File: src/rtl/core/nsd_pkg.sv
`timescale 1ns / 1ps

package nsd_pkg;

    // Default coordinate width (width/height saturate at 2^bits - 1)
    localparam int NSD_COORD_BITS = 16;

    // Command queue between parser and emitter
    localparam int NSD_QDEPTH = 4;
    localparam int NSD_QPTR_BITS = $clog2(NSD_QDEPTH);

    // Result kinds
    localparam logic [1:0] KIND_HEADER   = 2'd0;
    localparam logic [1:0] KIND_PIXEL    = 2'd1;
    localparam logic [1:0] KIND_ERROR    = 2'd2;
    localparam logic [1:0] KIND_COMPLETE = 2'd3;

    // Error codes
    localparam logic [2:0] ERR_NONE      = 3'd0;
    localparam logic [2:0] ERR_MAGIC     = 3'd1;
    localparam logic [2:0] ERR_SEP       = 3'd2;
    localparam logic [2:0] ERR_MAXVAL    = 3'd3;
    localparam logic [2:0] ERR_TRUNC     = 3'd4;

    // File formats
    localparam logic [2:0] FMT_UNKNOWN   = 3'd0;
    localparam logic [2:0] FMT_PBM_ASCII = 3'd1;
    localparam logic [2:0] FMT_PGM_ASCII = 3'd2;
    localparam logic [2:0] FMT_PPM_ASCII = 3'd3;
    localparam logic [2:0] FMT_PBM_RAW   = 3'd4;
    localparam logic [2:0] FMT_PGM_RAW   = 3'd5;
    localparam logic [2:0] FMT_PPM_RAW   = 3'd6;

    // Characters
    localparam logic [7:0] CH_ZERO  = 8'h30;
    localparam logic [7:0] CH_ONE   = 8'h31;
    localparam logic [7:0] CH_SIX   = 8'h36;
    localparam logic [7:0] CH_NINE  = 8'h39;
    localparam logic [7:0] CH_HASH  = 8'h23;
    localparam logic [7:0] CH_P     = 8'h50;
    localparam logic [7:0] CH_LF    = 8'h0A;
    localparam logic [7:0] CH_CR    = 8'h0D;
    localparam logic [7:0] CH_TAB   = 8'h09;
    localparam logic [7:0] CH_SPACE = 8'h20;

    localparam logic [15:0] SAMPLE_MAX8  = 16'd255;
    localparam logic [15:0] SAMPLE_MAX16 = 16'd65535;
    localparam logic [16:0] ACC_SAT      = 17'd65536;

    // Primary item of one command
    typedef enum logic [2:0] {
        PR_NONE,
        PR_HEADER,
        PR_PIXEL,
        PR_ERROR,
        PR_BITS
    } prim_t;

    // Item that follows the primary one
    typedef enum logic [1:0] {
        TR_NONE,
        TR_COMPLETE,
        TR_TRUNC
    } trail_t;

    // One parsed byte's worth of output work
    typedef struct packed {
        prim_t       prim;
        trail_t      trail;
        logic [2:0]  fmt;
        logic [2:0]  err;
        logic [15:0] val_a;   // width or red
        logic [15:0] val_b;   // height or green
        logic [15:0] val_c;   // maxval or blue
        logic [15:0] col;
        logic [15:0] row;
        logic [7:0]  bits;    // raw bitmap byte
        logic [3:0]  cnt;     // bitmap pixels in this byte, 1..8
    } cmd_t;

endpackage

File: src/rtl/core/nsd_front.sv
`timescale 1ns / 1ps

module nsd_front #(
    parameter int COORD_BITS = nsd_pkg::NSD_COORD_BITS
) (
    input  logic             clk,
    input  logic             rst_n,
    input  logic             in_fire,
    input  logic [7:0]       data_byte,
    input  logic             end_of_file,
    output logic             push,
    output nsd_pkg::cmd_t    cmd
);

    typedef enum logic [3:0] {
        PH_MAGIC0,
        PH_MAGIC1,
        PH_SEP,
        PH_WIDTH,
        PH_HEIGHT,
        PH_MAXV,
        PH_RASTER,
        PH_DONE,
        PH_ERR
    } phase_t;

    localparam logic [16:0] COORD_MAX = 17'((1 << COORD_BITS) - 1);

    phase_t                phase_reg, phase_next;
    logic [2:0]            fmt_reg, fmt_next;
    logic [COORD_BITS-1:0] width_reg, width_next;
    logic [COORD_BITS-1:0] height_reg, height_next;
    logic [15:0]           maxval_reg, maxval_next;
    logic [16:0]           acc_reg, acc_next;
    logic                  tok_reg, tok_next;
    logic                  cmt_reg, cmt_next;
    logic [COORD_BITS-1:0] col_reg, col_next;
    logic [COORD_BITS-1:0] row_reg, row_next;
    logic [1:0]            ch_reg, ch_next;
    logic [7:0]            hb_reg, hb_next;
    logic                  half_reg, half_next;
    logic [15:0]           red_hold_reg, red_hold_next;
    logic [15:0]           green_hold_reg, green_hold_next;

    logic                  is_digit, is_space, is_hash;
    logic [20:0]           acc_prod;
    logic                  tok_end;
    logic [16:0]           tok_val;
    logic                  hdr_ev;
    logic                  smp_ev;
    logic [15:0]           smp_val;
    logic                  pix_ev;
    logic [15:0]           pix_r, pix_g, pix_b;
    logic                  p4_ev;
    logic [COORD_BITS:0]   col_inc, row_inc, col_sum;
    logic [COORD_BITS-1:0] p4_rem;
    logic [3:0]            p4_cnt;
    logic [15:0]           smp_lim;

    // Byte classes
    assign is_digit = (data_byte >= nsd_pkg::CH_ZERO) && (data_byte <= nsd_pkg::CH_NINE);
    assign is_space = (data_byte == nsd_pkg::CH_SPACE)
                   || ((data_byte >= nsd_pkg::CH_TAB) && (data_byte <= nsd_pkg::CH_CR));
    assign is_hash  = (data_byte == nsd_pkg::CH_HASH);

    // Decimal accumulate, saturating
    assign acc_prod = {1'b0, acc_reg, 3'b000} + {3'b000, acc_reg, 1'b0}
                    + 21'(data_byte - nsd_pkg::CH_ZERO);

    // Parser: one byte per cycle, taken only when in_fire is high
    always_comb
    begin
        phase_next      = phase_reg;
        fmt_next        = fmt_reg;
        width_next      = width_reg;
        height_next     = height_reg;
        maxval_next     = maxval_reg;
        acc_next        = acc_reg;
        tok_next        = tok_reg;
        cmt_next        = cmt_reg;
        col_next        = col_reg;
        row_next        = row_reg;
        ch_next         = ch_reg;
        hb_next         = hb_reg;
        half_next       = half_reg;
        red_hold_next   = red_hold_reg;
        green_hold_next = green_hold_reg;

        cmd       = '0;
        cmd.prim  = nsd_pkg::PR_NONE;
        cmd.trail = nsd_pkg::TR_NONE;
        tok_end   = 1'b0;
        tok_val   = '0;
        hdr_ev    = 1'b0;
        smp_ev    = 1'b0;
        smp_val   = '0;
        pix_ev    = 1'b0;
        pix_r     = '0;
        pix_g     = '0;
        pix_b     = '0;
        p4_ev     = 1'b0;
        col_inc   = '0;
        row_inc   = '0;
        col_sum   = '0;
        p4_rem    = '0;
        p4_cnt    = '0;
        smp_lim   = '0;

        case (phase_reg)
            PH_MAGIC0:
            begin
                if (data_byte == nsd_pkg::CH_P)
                begin
                    phase_next = PH_MAGIC1;
                end
                else
                begin
                    cmd.prim   = nsd_pkg::PR_ERROR;
                    cmd.err    = nsd_pkg::ERR_MAGIC;
                    phase_next = PH_ERR;
                end
            end
            PH_MAGIC1:
            begin
                if ((data_byte >= nsd_pkg::CH_ONE) && (data_byte <= nsd_pkg::CH_SIX))
                begin
                    fmt_next   = data_byte[2:0];
                    phase_next = PH_SEP;
                end
                else
                begin
                    cmd.prim   = nsd_pkg::PR_ERROR;
                    cmd.err    = nsd_pkg::ERR_MAGIC;
                    phase_next = PH_ERR;
                end
            end
            PH_SEP:
            begin
                if (is_space)
                begin
                    phase_next = PH_WIDTH;
                end
                else
                begin
                    cmd.prim   = nsd_pkg::PR_ERROR;
                    cmd.err    = nsd_pkg::ERR_SEP;
                    phase_next = PH_ERR;
                end
            end
            PH_WIDTH, PH_HEIGHT, PH_MAXV, PH_RASTER:
            begin
                if (cmt_reg)
                begin
                    if ((data_byte == nsd_pkg::CH_LF) || (data_byte == nsd_pkg::CH_CR))
                    begin
                        cmt_next = 1'b0;
                    end
                end
                else if ((phase_reg == PH_RASTER) && (fmt_reg == nsd_pkg::FMT_PBM_ASCII))
                begin
                    if (data_byte == nsd_pkg::CH_ONE)
                    begin
                        pix_ev = 1'b1;
                    end
                    else if (data_byte == nsd_pkg::CH_ZERO)
                    begin
                        pix_ev = 1'b1;
                        pix_r  = nsd_pkg::SAMPLE_MAX8;
                        pix_g  = nsd_pkg::SAMPLE_MAX8;
                        pix_b  = nsd_pkg::SAMPLE_MAX8;
                    end
                    else if (is_hash)
                    begin
                        cmt_next = 1'b1;
                    end
                end
                else if ((phase_reg == PH_RASTER) && (fmt_reg == nsd_pkg::FMT_PBM_RAW))
                begin
                    p4_ev = 1'b1;
                end
                else if ((phase_reg == PH_RASTER) && ((fmt_reg == nsd_pkg::FMT_PGM_RAW)
                         || (fmt_reg == nsd_pkg::FMT_PPM_RAW)))
                begin
                    if (maxval_reg > nsd_pkg::SAMPLE_MAX8)
                    begin
                        if (!half_reg)
                        begin
                            hb_next   = data_byte;
                            half_next = 1'b1;
                        end
                        else
                        begin
                            half_next = 1'b0;
                            smp_ev    = 1'b1;
                            smp_val   = {hb_reg, data_byte};
                        end
                    end
                    else
                    begin
                        smp_ev  = 1'b1;
                        smp_val = {8'h00, data_byte};
                    end
                end
                else
                begin
                    // Decimal text: header numbers and ASCII samples
                    if (is_digit)
                    begin
                        acc_next = (acc_prod > {4'b0000, nsd_pkg::ACC_SAT})
                                 ? nsd_pkg::ACC_SAT : acc_prod[16:0];
                        tok_next = 1'b1;
                    end
                    else if (is_hash)
                    begin
                        if (tok_reg)
                        begin
                            tok_end  = 1'b1;
                            tok_next = 1'b0;
                        end
                        cmt_next = 1'b1;
                    end
                    else if (is_space)
                    begin
                        if (tok_reg)
                        begin
                            tok_end  = 1'b1;
                            tok_next = 1'b0;
                        end
                    end
                end
            end
            default:
            begin
            end
        endcase

        // End of file closes a pending number
        if (end_of_file && tok_next && (phase_next == PH_WIDTH || phase_next == PH_HEIGHT
            || phase_next == PH_MAXV || phase_next == PH_RASTER))
        begin
            tok_end  = 1'b1;
            tok_next = 1'b0;
        end

        // Number finished
        if (tok_end)
        begin
            tok_val  = acc_next;
            acc_next = '0;
            smp_lim  = (maxval_reg > nsd_pkg::SAMPLE_MAX8)
                     ? nsd_pkg::SAMPLE_MAX16 : nsd_pkg::SAMPLE_MAX8;
            case (phase_next)
                PH_WIDTH:
                begin
                    width_next = (tok_val > COORD_MAX) ? COORD_BITS'(COORD_MAX)
                                                       : COORD_BITS'(tok_val);
                    phase_next = PH_HEIGHT;
                end
                PH_HEIGHT:
                begin
                    height_next = (tok_val > COORD_MAX) ? COORD_BITS'(COORD_MAX)
                                                        : COORD_BITS'(tok_val);
                    if ((fmt_reg == nsd_pkg::FMT_PBM_ASCII) || (fmt_reg == nsd_pkg::FMT_PBM_RAW))
                    begin
                        maxval_next = 16'd1;
                        hdr_ev      = 1'b1;
                    end
                    else
                    begin
                        phase_next = PH_MAXV;
                    end
                end
                PH_MAXV:
                begin
                    if (tok_val[16])
                    begin
                        cmd.prim   = nsd_pkg::PR_ERROR;
                        cmd.err    = nsd_pkg::ERR_MAXVAL;
                        phase_next = PH_ERR;
                    end
                    else
                    begin
                        maxval_next = tok_val[15:0];
                        hdr_ev      = 1'b1;
                    end
                end
                PH_RASTER:
                begin
                    smp_ev  = 1'b1;
                    smp_val = ({1'b0, smp_lim} < tok_val) ? smp_lim : tok_val[15:0];
                end
                default:
                begin
                end
            endcase
        end

        // Header item
        if (hdr_ev)
        begin
            cmd.prim  = nsd_pkg::PR_HEADER;
            cmd.val_a = 16'(width_next);
            cmd.val_b = 16'(height_next);
            cmd.val_c = maxval_next;
            col_next  = '0;
            row_next  = '0;
            ch_next   = '0;
            half_next = 1'b0;
            if ((width_next == '0) || (height_next == '0))
            begin
                cmd.trail  = nsd_pkg::TR_COMPLETE;
                phase_next = PH_DONE;
            end
            else
            begin
                phase_next = PH_RASTER;
            end
        end

        // Sample to pixel: gray copies, color collects three
        if (smp_ev)
        begin
            if ((fmt_reg == nsd_pkg::FMT_PGM_ASCII) || (fmt_reg == nsd_pkg::FMT_PGM_RAW))
            begin
                pix_ev = 1'b1;
                pix_r  = smp_val;
                pix_g  = smp_val;
                pix_b  = smp_val;
            end
            else if (ch_reg == 2'd0)
            begin
                red_hold_next = smp_val;
                ch_next       = 2'd1;
            end
            else if (ch_reg == 2'd1)
            begin
                green_hold_next = smp_val;
                ch_next         = 2'd2;
            end
            else
            begin
                ch_next = 2'd0;
                pix_ev  = 1'b1;
                pix_r   = red_hold_reg;
                pix_g   = green_hold_reg;
                pix_b   = smp_val;
            end
        end

        // Single pixel and raster position
        if (pix_ev)
        begin
            cmd.prim  = nsd_pkg::PR_PIXEL;
            cmd.col   = 16'(col_reg);
            cmd.row   = 16'(row_reg);
            cmd.val_a = pix_r;
            cmd.val_b = pix_g;
            cmd.val_c = pix_b;
            col_inc   = {1'b0, col_reg} + 1'b1;
            if (col_inc >= {1'b0, width_reg})
            begin
                col_next = '0;
                row_inc  = {1'b0, row_reg} + 1'b1;
                row_next = row_inc[COORD_BITS-1:0];
                if (row_inc >= {1'b0, height_reg})
                begin
                    cmd.trail  = nsd_pkg::TR_COMPLETE;
                    phase_next = PH_DONE;
                end
            end
            else
            begin
                col_next = col_inc[COORD_BITS-1:0];
            end
        end

        // Raw bitmap byte: up to eight pixels, stops at row end
        if (p4_ev)
        begin
            p4_rem   = width_reg - col_reg;
            p4_cnt   = (p4_rem >= COORD_BITS'(8)) ? 4'd8 : p4_rem[3:0];
            cmd.prim = nsd_pkg::PR_BITS;
            cmd.col  = 16'(col_reg);
            cmd.row  = 16'(row_reg);
            cmd.bits = data_byte;
            cmd.cnt  = p4_cnt;
            col_sum  = {1'b0, col_reg} + (COORD_BITS+1)'(p4_cnt);
            if (col_sum == {1'b0, width_reg})
            begin
                col_next = '0;
                row_inc  = {1'b0, row_reg} + 1'b1;
                row_next = row_inc[COORD_BITS-1:0];
                if (row_inc >= {1'b0, height_reg})
                begin
                    cmd.trail  = nsd_pkg::TR_COMPLETE;
                    phase_next = PH_DONE;
                end
            end
            else
            begin
                col_next = col_sum[COORD_BITS-1:0];
            end
        end

        cmd.fmt = fmt_next;

        // End of file: truncation check, then back to reset
        if (end_of_file)
        begin
            if ((phase_next != PH_DONE) && (phase_next != PH_ERR))
            begin
                cmd.trail = nsd_pkg::TR_TRUNC;
            end
            phase_next      = PH_MAGIC0;
            fmt_next        = nsd_pkg::FMT_UNKNOWN;
            width_next      = '0;
            height_next     = '0;
            maxval_next     = 16'd1;
            acc_next        = '0;
            tok_next        = 1'b0;
            cmt_next        = 1'b0;
            col_next        = '0;
            row_next        = '0;
            ch_next         = '0;
            hb_next         = '0;
            half_next       = 1'b0;
            red_hold_next   = '0;
            green_hold_next = '0;
        end
    end

    assign push = in_fire && ((cmd.prim != nsd_pkg::PR_NONE) || (cmd.trail != nsd_pkg::TR_NONE));

    // Parser state
    always_ff @(posedge clk or negedge rst_n)
    begin
        if (!rst_n)
        begin
            phase_reg      <= PH_MAGIC0;
            fmt_reg        <= nsd_pkg::FMT_UNKNOWN;
            width_reg      <= '0;
            height_reg     <= '0;
            maxval_reg     <= 16'd1;
            acc_reg        <= '0;
            tok_reg        <= 1'b0;
            cmt_reg        <= 1'b0;
            col_reg        <= '0;
            row_reg        <= '0;
            ch_reg         <= '0;
            hb_reg         <= '0;
            half_reg       <= 1'b0;
            red_hold_reg   <= '0;
            green_hold_reg <= '0;
        end
        else if (in_fire)
        begin
            phase_reg      <= phase_next;
            fmt_reg        <= fmt_next;
            width_reg      <= width_next;
            height_reg     <= height_next;
            maxval_reg     <= maxval_next;
            acc_reg        <= acc_next;
            tok_reg        <= tok_next;
            cmt_reg        <= cmt_next;
            col_reg        <= col_next;
            row_reg        <= row_next;
            ch_reg         <= ch_next;
            hb_reg         <= hb_next;
            half_reg       <= half_next;
            red_hold_reg   <= red_hold_next;
            green_hold_reg <= green_hold_next;
        end
    end

    // A number is only open inside the text phases
    assert property (@(posedge clk) disable iff (!rst_n)
        tok_reg |-> (phase_reg == PH_WIDTH || phase_reg == PH_HEIGHT
                     || phase_reg == PH_MAXV || phase_reg == PH_RASTER))
        else $error("number open outside text phase");

    // Raster position stays inside the image
    assert property (@(posedge clk) disable iff (!rst_n)
        (phase_reg == PH_RASTER) |-> (col_reg < width_reg && row_reg < height_reg))
        else $error("raster position out of range");

endmodule

File: src/rtl/core/nsd_queue.sv
`timescale 1ns / 1ps

module nsd_queue (
    input  logic          clk,
    input  logic          rst_n,
    input  logic          push,
    input  nsd_pkg::cmd_t push_cmd,
    input  logic          pop,
    output nsd_pkg::cmd_t head,
    output logic          empty,
    output logic          full
);

    localparam int PB = nsd_pkg::NSD_QPTR_BITS;

    nsd_pkg::cmd_t mem [nsd_pkg::NSD_QDEPTH];
    logic [PB-1:0] wr_ptr_reg, rd_ptr_reg;
    logic [PB:0]   count_reg;

    assign empty = (count_reg == '0);
    assign full  = (count_reg == (PB+1)'(nsd_pkg::NSD_QDEPTH));
    assign head  = mem[rd_ptr_reg];

    // Storage
    always_ff @(posedge clk)
    begin
        if (push)
        begin
            mem[wr_ptr_reg] <= push_cmd;
        end
    end

    // Pointers and fill count
    always_ff @(posedge clk or negedge rst_n)
    begin
        if (!rst_n)
        begin
            wr_ptr_reg <= '0;
            rd_ptr_reg <= '0;
            count_reg  <= '0;
        end
        else
        begin
            if (push)
            begin
                wr_ptr_reg <= wr_ptr_reg + 1'b1;
            end
            if (pop)
            begin
                rd_ptr_reg <= rd_ptr_reg + 1'b1;
            end
            if (push && !pop)
            begin
                count_reg <= count_reg + 1'b1;
            end
            else if (pop && !push)
            begin
                count_reg <= count_reg - 1'b1;
            end
        end
    end

    assert property (@(posedge clk) disable iff (!rst_n) !(push && full))
        else $error("write into full queue");

    assert property (@(posedge clk) disable iff (!rst_n) !(pop && empty))
        else $error("read from empty queue");

endmodule

File: src/rtl/core/nsd_back.sv
`timescale 1ns / 1ps

module nsd_back (
    input  logic          clk,
    input  logic          rst_n,
    input  nsd_pkg::cmd_t head,
    input  logic          empty,
    output logic          pop,
    input  logic          out_ready,
    output logic          out_valid,
    output logic [1:0]    out_kind,
    output logic          out_last,
    output logic [135:0]  out_data
);

    logic        valid_reg;
    logic [1:0]  kind_reg, kind_next;
    logic        last_reg, last_next;
    logic [2:0]  fmt_reg;
    logic [15:0] w_reg, w_next, h_reg, h_next, m_reg, m_next;
    logic [15:0] col_reg, col_next, row_reg, row_next;
    logic [15:0] r_reg, r_next, g_reg, g_next, b_reg, b_next;
    logic [2:0]  err_reg, err_next;
    logic [2:0]  idx_reg;
    logic        stage_reg;

    logic        emit, at_trail, more_bits;
    logic        bit_val;
    logic [15:0] bit_color;

    assign emit      = !empty && (!valid_reg || out_ready);
    assign at_trail  = stage_reg || (head.prim == nsd_pkg::PR_NONE);
    assign more_bits = (head.prim == nsd_pkg::PR_BITS) && ({1'b0, idx_reg} != (head.cnt - 1'b1));
    assign bit_val   = head.bits[3'd7 - idx_reg];
    assign bit_color = bit_val ? 16'd0 : nsd_pkg::SAMPLE_MAX8;

    // Build the current result word
    always_comb
    begin
        kind_next = nsd_pkg::KIND_HEADER;
        w_next    = '0;
        h_next    = '0;
        m_next    = '0;
        col_next  = '0;
        row_next  = '0;
        r_next    = '0;
        g_next    = '0;
        b_next    = '0;
        err_next  = nsd_pkg::ERR_NONE;
        last_next = at_trail || (!more_bits && (head.trail == nsd_pkg::TR_NONE));
        if (at_trail)
        begin
            case (head.trail)
                nsd_pkg::TR_COMPLETE:
                begin
                    kind_next = nsd_pkg::KIND_COMPLETE;
                end
                default:
                begin
                    kind_next = nsd_pkg::KIND_ERROR;
                    err_next  = nsd_pkg::ERR_TRUNC;
                end
            endcase
        end
        else
        begin
            case (head.prim)
                nsd_pkg::PR_HEADER:
                begin
                    kind_next = nsd_pkg::KIND_HEADER;
                    w_next    = head.val_a;
                    h_next    = head.val_b;
                    m_next    = head.val_c;
                end
                nsd_pkg::PR_PIXEL:
                begin
                    kind_next = nsd_pkg::KIND_PIXEL;
                    col_next  = head.col;
                    row_next  = head.row;
                    r_next    = head.val_a;
                    g_next    = head.val_b;
                    b_next    = head.val_c;
                end
                nsd_pkg::PR_BITS:
                begin
                    kind_next = nsd_pkg::KIND_PIXEL;
                    col_next  = head.col + 16'(idx_reg);
                    row_next  = head.row;
                    r_next    = bit_color;
                    g_next    = bit_color;
                    b_next    = bit_color;
                end
                default:
                begin
                    kind_next = nsd_pkg::KIND_ERROR;
                    err_next  = head.err;
                end
            endcase
        end
    end

    assign pop = emit && last_next;

    // Walk through the items of the head command
    always_ff @(posedge clk or negedge rst_n)
    begin
        if (!rst_n)
        begin
            idx_reg   <= '0;
            stage_reg <= 1'b0;
            valid_reg <= 1'b0;
        end
        else
        begin
            if (emit)
            begin
                valid_reg <= 1'b1;
                if (last_next)
                begin
                    idx_reg   <= '0;
                    stage_reg <= 1'b0;
                end
                else if (!at_trail && more_bits)
                begin
                    idx_reg <= idx_reg + 1'b1;
                end
                else
                begin
                    idx_reg   <= '0;
                    stage_reg <= 1'b1;
                end
            end
            else if (out_ready)
            begin
                valid_reg <= 1'b0;
            end
        end
    end

    // Output word register
    always_ff @(posedge clk)
    begin
        if (emit)
        begin
            kind_reg <= kind_next;
            last_reg <= last_next;
            fmt_reg  <= head.fmt;
            w_reg    <= w_next;
            h_reg    <= h_next;
            m_reg    <= m_next;
            col_reg  <= col_next;
            row_reg  <= row_next;
            r_reg    <= r_next;
            g_reg    <= g_next;
            b_reg    <= b_next;
            err_reg  <= err_next;
        end
    end

    assign out_valid = valid_reg;
    assign out_kind  = kind_reg;
    assign out_last  = last_reg;
    assign out_data  = {2'b00, err_reg, b_reg, g_reg, r_reg, row_reg, col_reg,
                        m_reg, h_reg, w_reg, fmt_reg};

    // Bit index never passes the pixel count of the byte
    assert property (@(posedge clk) disable iff (!rst_n)
        (!empty && head.prim == nsd_pkg::PR_BITS && !stage_reg) |-> ({1'b0, idx_reg} < head.cnt))
        else $error("bitmap index beyond pixel count");

endmodule

File: src/rtl/core/netpbm_stream_decoder_top.sv
// Path: an accepted byte's command is written into the command queue, then the emitter
// loads its result words into the output register. Throughput: one input byte per cycle
// while the queue has room; results leave at one word per cycle while m_tready is high, so
// one byte can give up to nine words (eight raw bitmap pixels plus a completion or truncation
// word). A four-entry queue between parser and emitter absorbs these; input stalls only when full.
// Reset (rst_n, async low) returns the parser to expecting the magic and empties queue.
`timescale 1ns / 1ps

module netpbm_stream_decoder_top #(
    parameter int COORD_BITS = nsd_pkg::NSD_COORD_BITS
) (
    input  logic         clk,
    input  logic         rst_n,
    input  logic         s_tvalid,
    output logic         s_tready,
    input  logic [7:0]   s_tdata,   // data_byte[7:0]
    input  logic         s_tlast,   // end_of_file
    output logic         m_tvalid,
    input  logic         m_tready,
    output logic [135:0] m_tdata,   // format[2:0], image_width[18:3], image_height[34:19],
                                    // max_value[50:35], column[66:51], row[82:67],
                                    // red[98:83], green[114:99], blue[130:115],
                                    // error_code[133:131], zero pad
    output logic [1:0]   m_tuser,   // kind[1:0]
    output logic         m_tlast    // last
);

    nsd_pkg::cmd_t push_cmd, head;
    logic          push, pop, empty, full, in_fire;

    assign s_tready = !full;
    assign in_fire  = s_tvalid && s_tready;

    nsd_front #(
        .COORD_BITS (COORD_BITS)
    ) u_front (
        .clk         (clk),
        .rst_n       (rst_n),
        .in_fire     (in_fire),
        .data_byte   (s_tdata),
        .end_of_file (s_tlast),
        .push        (push),
        .cmd         (push_cmd)
    );

    nsd_queue u_queue (
        .clk      (clk),
        .rst_n    (rst_n),
        .push     (push),
        .push_cmd (push_cmd),
        .pop      (pop),
        .head     (head),
        .empty    (empty),
        .full     (full)
    );

    nsd_back u_back (
        .clk       (clk),
        .rst_n     (rst_n),
        .head      (head),
        .empty     (empty),
        .pop       (pop),
        .out_ready (m_tready),
        .out_valid (m_tvalid),
        .out_kind  (m_tuser),
        .out_last  (m_tlast),
        .out_data  (m_tdata)
    );

endmodule

File: config.mk
export PLATFORM = sky130hd
export DESIGN_NAME = netpbm_stream_decoder_top
export DESIGN_NICKNAME = d
export VERILOG_FILES = /design/src/rtl/core/nsd_pkg.sv /design/src/rtl/core/nsd_front.sv /design/src/rtl/core/nsd_queue.sv /design/src/rtl/core/nsd_back.sv /design/src/rtl/core/netpbm_stream_decoder_top.sv
export SDC_FILE = /design/constraint.sdc
export NUM_CORES = 1
export LEC_CHECK = 0
export ABC_AREA = 0
export BUFFER_PORTS_ARGS = -buffer_cell sky130_fd_sc_hd__buf_4
export CAP_MARGIN = 20
export CELL_PAD_IN_SITES_DETAIL_PLACEMENT = 0
export CELL_PAD_IN_SITES_GLOBAL_PLACEMENT = 2
export CORE_AREA = 2 2 277 279
export CTS_BUF_LIST = sky130_fd_sc_hd__clkbuf_16
export CTS_CLUSTER_SIZE = 16
export DETAILED_ROUTE_END_ITERATION = 7
export DIE_AREA = 0 0 279 281
export GPL_TIMING_DRIVEN = 0
export PLACE_DENSITY = 0.94
export SYNTH_ARGS = -nofsm -noshare
export SYNTH_HDL_FRONTEND = slang
export SYNTH_SLANG_ARGS = --single-unit
File: constraint.sdc
create_clock -name clk -period 13.3 [get_ports clk]
set_clock_uncertainty 0.2 [all_clocks]
set_input_delay 2.66 -clock clk [delete_from_list [all_inputs] [get_ports clk]]
set_output_delay 2.66 -clock clk [all_outputs]
set_load 0.02 [all_outputs]
Yosys cells after proc, flatten, opt, wreduce, memory -nomap -nowiden. Memory sizes are Yosys's and may differ from the RTL's. Index checks and enable logic that the tools add are counted.

Register bits after elaboration: 298. Latch bits: 0. Memory bits (writable): 412. Bits in read-only memories: 0. Input bits: 13. Output and inout bits: 141. Logic and storage cells: 399. Memories: 1.

Add/sub/neg operators: 15. Multipliers: 0. Div/mod/pow operators: 0. $lt $le $gt $ge: 14. Equality and inequality tests: 42. Shift operators: 0. Muxes and demuxes: 221. Bitwise logic cells: 2. Reduce and logical (&&, ||, !) cells: 71.

Memory list: u_queue.mem (words 4, bits a word 103, read ports 1, clocked after Yosys merged registers in 0, wr ports 1, line nsd_queue.sv:16) `nsd_pkg::cmd_t mem [nsd_pkg::NSD_QDEPTH];`.

Operators by type and width (number): 16-bit 2-to-1 mux (59); 16-bit case mux with 2 select lines (5); 17-bit 2-to-1 mux (9); 8-bit 2-to-1 mux (10); 80-bit 2-to-1 mux (1); 1-bit 2-to-1 mux (77); 4-bit 2-to-1 mux (15); 3-bit 2-to-1 mux (16); 48-bit 2-to-1 mux (1); 44-bit 2-to-1 mux (1); 16-bit by 1-bit adder with 17-bit output (second input constant) (2); 17-bit by 16-bit >= comparator with 1-bit output (2); 2-bit 2-to-1 mux (17); 8-bit by 6-bit equality test with 1-bit output (second input constant) (4); 16-bit zero test (2); 4-bit by 3-bit equality test with 1-bit output (second input constant) (6); 4-bit case mux with 3 select lines (2); 20-bit by 18-bit adder with 21-bit output (1); 21-bit adder (1); 21-bit by 17-bit > comparator with 1-bit output (second input constant) (1); 1-bit logical AND (18); 3-bit case mux with 3 select lines (2); 2-bit nonzero test (9); 16-bit by 4-bit adder with 17-bit output (1); other kinds (53) (103).

Longest topological paths before layout.
Depth in word-level cells: 36. Mapped depth: 32. Mapped depth without buffers: 31.

Cells and area by module. From an unflattened synthesis, not the netlist that was laid out.

Cell total of the unflattened synthesis: 2767. Area, all modules: 34913.5 µm².

By module, submodules not included: nsd_queue (times used 1, cells each 573, area an instance 15262.1 µm², sequential area each 12547.0 µm²); nsd_front (times used 1, cells each 1750, area an instance 13623.1 µm², sequential area each 3554.7 µm²); nsd_back (times used 1, cells each 442, area an instance 6018.3 µm², sequential area each 4239.1 µm²); netpbm_stream_decoder_top (times used 1, cells each 2, area an instance 10.0 µm², sequential area each 0.0 µm²).

Worst setup path after synthesis. Ideal clock, no wire load.

Path kind: in2reg. Start: in s_tdata[4]. End: mem u_queue.mem[0][0] (netlist bit), enable pin. Setup time: 0.473 ns. Data arrival time: 9.759 ns. Data required time: 12.627 ns. Path slack: 2.868 ns. Stages on the path: 20. Buffers on the path: 2. Cells stage by stage: ha_1 > or3_1 > inv_1 > fa_1 > ha_1 > buf_2 > and4_1 > a221oi_1 > o21ai_1 > or4_4 > a31oi_1 > and3_1 > buf_4 > a32oi_1 > a31o_2 > o2111ai_2 > o22ai_2 > a211o_2 > a21oi_4 > and2_1.

Word-level cells in the longest chain between the ends: 34. Elaborated cells between the ends (all ways): 116. Those cells by class: add/sub (2); order compare (8); eq/ne (11); mux (78); reduce/logical (17).

Ends and longest elaborated chain: start: declaration (line netpbm_stream_decoder_top.sv:16) `input logic [7:0] s_tdata,`; branches (longest 30 deep; another with 21-bit adder); 1-bit logical OR * (line nsd_front.sv:432) `assign push = in_fire && ((cmd.prim != nsd_pkg::PR_NONE) || (cmd.trail != nsd_pkg::TR_NONE));`; 1-bit logical AND * (line nsd_front.sv:432); named net push (line netpbm_stream_decoder_top.sv:29) `logic push, pop, empty, full, in_fire;`; 1-bit 2-to-1 mux * (line nsd_queue.sv:27) `if (push)`; 1-bit 2-to-1 mux (implied by the code) * (line nsd_queue.sv:29) `mem[wr_ptr_reg] <= push_cmd;`; end: declaration (line nsd_queue.sv:16).

Mark *: on every way through the listed nets, which the timed path passes.

==> flow_summary.toml <==
[run_status]
status = "finished, final reports clean"

[clock_tree]
clock_latency_ns = 0.63
cts_tree = "built"
htreeDepth = 3
root_buffer = "clkbuf_16"
clkSinkCount = 699
cts_hold_buf = 0
cts-resized-gates = 0
path_clk_slew_ns = 0.06
cts_made_buffers = 73
post_cts.repair.setup_buffers = 0
clock_path_buffers = 3

[critical_path]
crit_path_max_fanout = 10
slowest_delay_ns = 0.58
crit_path_start_kind = "input pin"
cpMostUsedCell = "ha_1"
cp.arrival_ns = 10.24
reg2reg_to = "u_queue.mem[3][52]"
critPathKind = "input pin to flip-flop"
r2r_start = "u_front.col_reg[4]"
ff2ff_path_depth = 25
end_kind = "flip-flop"
reg2reg_slack_ns = 3.67
crit_required_ns = 13.44
critPathSlowestCell = "o22ai_1"
endpoint = "u_queue.mem[3][73]"
worstSetupStartpoint = "s_tdata[4]"

[floorplan]
num_io_pins = 154
die_h_um = 281
die_w_um = 279
start_util_pct = 46.6
dieArea_um2 = 78400
core_um2 = 75400
rows = 101

[yosys]
ys_seq_elements = 699
synth.avg_cell_area_um2 = 12.4
synth-seq-area-share_pct = 57.6
synth_edf_count = 545
synth_cells = 2838
synth_top_area_cell = "edfxtp_1"
yosysWarningCount = 0
synth-async-reset-ratio_pct = 22.0
synth_top_area_share_pct = 46.6
synth_area_um2 = 35100
ys_top_cells_by_area = "edfxtp_1 (47%), dfrtp_1 (11%), mux4_2 (6.6%), ha_1 (3.4%), o21ai_0 (2.6%)"
synth-main-ff-cell = "edfxtp_1"
ys_types = 108

[grt]
grt_pass1_vias = 24700
grt_overflow_total = 0
antenna_found_initial = 1
grt.total_usage_pct = 27.4
grt_max_degree = 115
grt_pass1_wl_um = 160000

[worst_hold_path]
hold_depth = 2
hold_path_class = "flip-flop to flip-flop"

[routing]
antenna_left = 0
wire_per_inst_um = 26.3
viasPerCell = 6.21
route.detailed.drc = 0
drt_wl_total_um = 108000
drtIter0Drc = 2749
dr.pass1.iters = 6
num_vias = 25600

[sta]
holdWs_ns = 0.279
rsz0062_at_grt = "false"
fmax_mhz = 98.9
timing.final.crit_share_pct = 76.0
slew_violations = 0
min_period_ns = 10.11
setup_viol = 0
tightest_slew_ns = 1.25
slew_headroom_pct = 16.4
finalHoldViolCount = 0

[layout]
most-common-layout-cells = "edfxtp_1 (545), nand2_1 (234), o21ai_0 (179), a21oi_1 (173), buf_4 (156)"
final_common_cell = "edfxtp_1"
fin_nets = 3207
multi_input_area_um2 = 13800
fill_cells = 6229
drive_gt1_share_pct = 14.7
regArea_um2 = 20200
largest_reg_flops = 408
synthToLayoutAreaGrowth_pct = 14.4

[place]
dp_hpwl_um = 80300
gp_congestion = 0.978
port_buffers = 148

[power_and_ir_drop]
power.density_nw_per_um2 = 186
ir_drop_uv = 92.2
power.total_uw = 7460
leakage_uw = 0.0150

[flow_run]
drv_cap = 0
## through the flow
| step | instance area (µm²) | instances | util, % | setup WS (ns) | TNS (ns) |
|---|---|---|---|---|---|
| final | 40200 | 4117 | 53.3 | 3.19 | 0 |
| after CTS | 40100 | 4114 | 53.2 | 3.36 | 0 |
| after detailed placement | 37700 | 3979 | 50.0 | 2.75 | 0 |
| after global routing | 40200 | 4116 | 53.3 | 2.85 | 0 |
| after floorplan | 35100 | 2839 | - | 2.87 | 0 |
| after global placement | 37500 | 3965 | 49.7 | -0.203 | -69.01 |
## per-layer routing
metal | wire (µm) | part of all wire, % | up-vias | global-route usage, %
li1 | - | - | 11300 | -
met1 | 45700 | 42 | 12900 | 38.5
met2 | 51400 | 47 | 1147 | 44.3
met3 | 7810 | 7.2 | 192 | 3.57
met4 | 3460 | 3.2 | 0 | 9.04
met5 | 0 | 0 | - | 0
## area by class of cell
type / count / area share [%]
Sequential cell: 699 / 50.3
Multi-Input combinational cell: 1864 / 34.4
Clock buffer: 75 / 4.67
Timing Repair Buffer: 164 / 3.50
Tap cell: 978 / 3.05
Buffer: 165 / 1.66
Clock inverter: 60 / 1.32
Inverter: 111 / 1.05
Antenna cell: 1 / 0.00623
## how the worst min path moves through the flow
| stage | slack [ns] | endpoint | from |
|---|---|---|---|
| 3_3_place_gp | 0.26 | u_front.red_hold_reg[11] | u_front.red_hold_reg[11] |
| 2_1_floorplan | 0.24 | u_front.green_hold_reg[10] | u_front.green_hold_reg[10] |
| 4_1_cts | 0.28 | u_front.red_hold_reg[11] | u_front.red_hold_reg[11] |
| 3_5_place_dp | 0.26 | u_front.red_hold_reg[11] | u_front.red_hold_reg[11] |
| 5_1_grt | 0.30 | u_front.green_hold_reg[10] | u_front.green_hold_reg[10] |
| 6_report | 0.28 | u_front.red_hold_reg[10] | u_front.red_hold_reg[10] |
## power breakdown
part           switching [µW]  leakage, µW  internal [µW]
registers                 151      0.00747           2820
logic                    1510      0.00634            932
clock network             869      0.00121           1170
total                    2530       0.0150           4930
## kinds of logic (layout without fill, tap and decap cells)
logic type      Yosys count  after routing  synth area share [%]
simple gates            777            777                  11.1
compound gates          753            753                  14.1
flops                   699            699                  57.6
buf+inv                 276            575                  3.09
mux                     125            125                  7.27
fa+ha+maj               117            117                  4.59
xor+xnor                 90             90                  2.27
other cells               1              3                0.0107
## synth_stat cells (20+ instances only)
cell      count
o221ai_1     20
a21o_1       23
nand3_1      50
clkbuf_1    124
a22oi_1      46
xor2_1       25
nor2_1      143
buf_2        21
dfrtp_1     153
a31oi_1      31
and3_1       21
nand4_1      21
ha_1         96
fa_1         20
or3_1        23
o22ai_1      58
nand2_1     234
inv_1       105
o21ai_0     179
nor3_1       53
xnor2_1      64
and2_1      129
nor2b_1      36
o31ai_1      20
a21oi_1     173
mux4_2      103
edfxtp_1    545
## worst max-delay path, delay by kind of cell
kind / cells / cell delay [ns]
mux: 1 / 0.15
simple gates: 4 / 1.11
fa+ha+maj: 4 / 1.34
compound gates: 11 / 3.65
buf+inv: 5 / 1.32
Power figures use the tool's default switching activity.
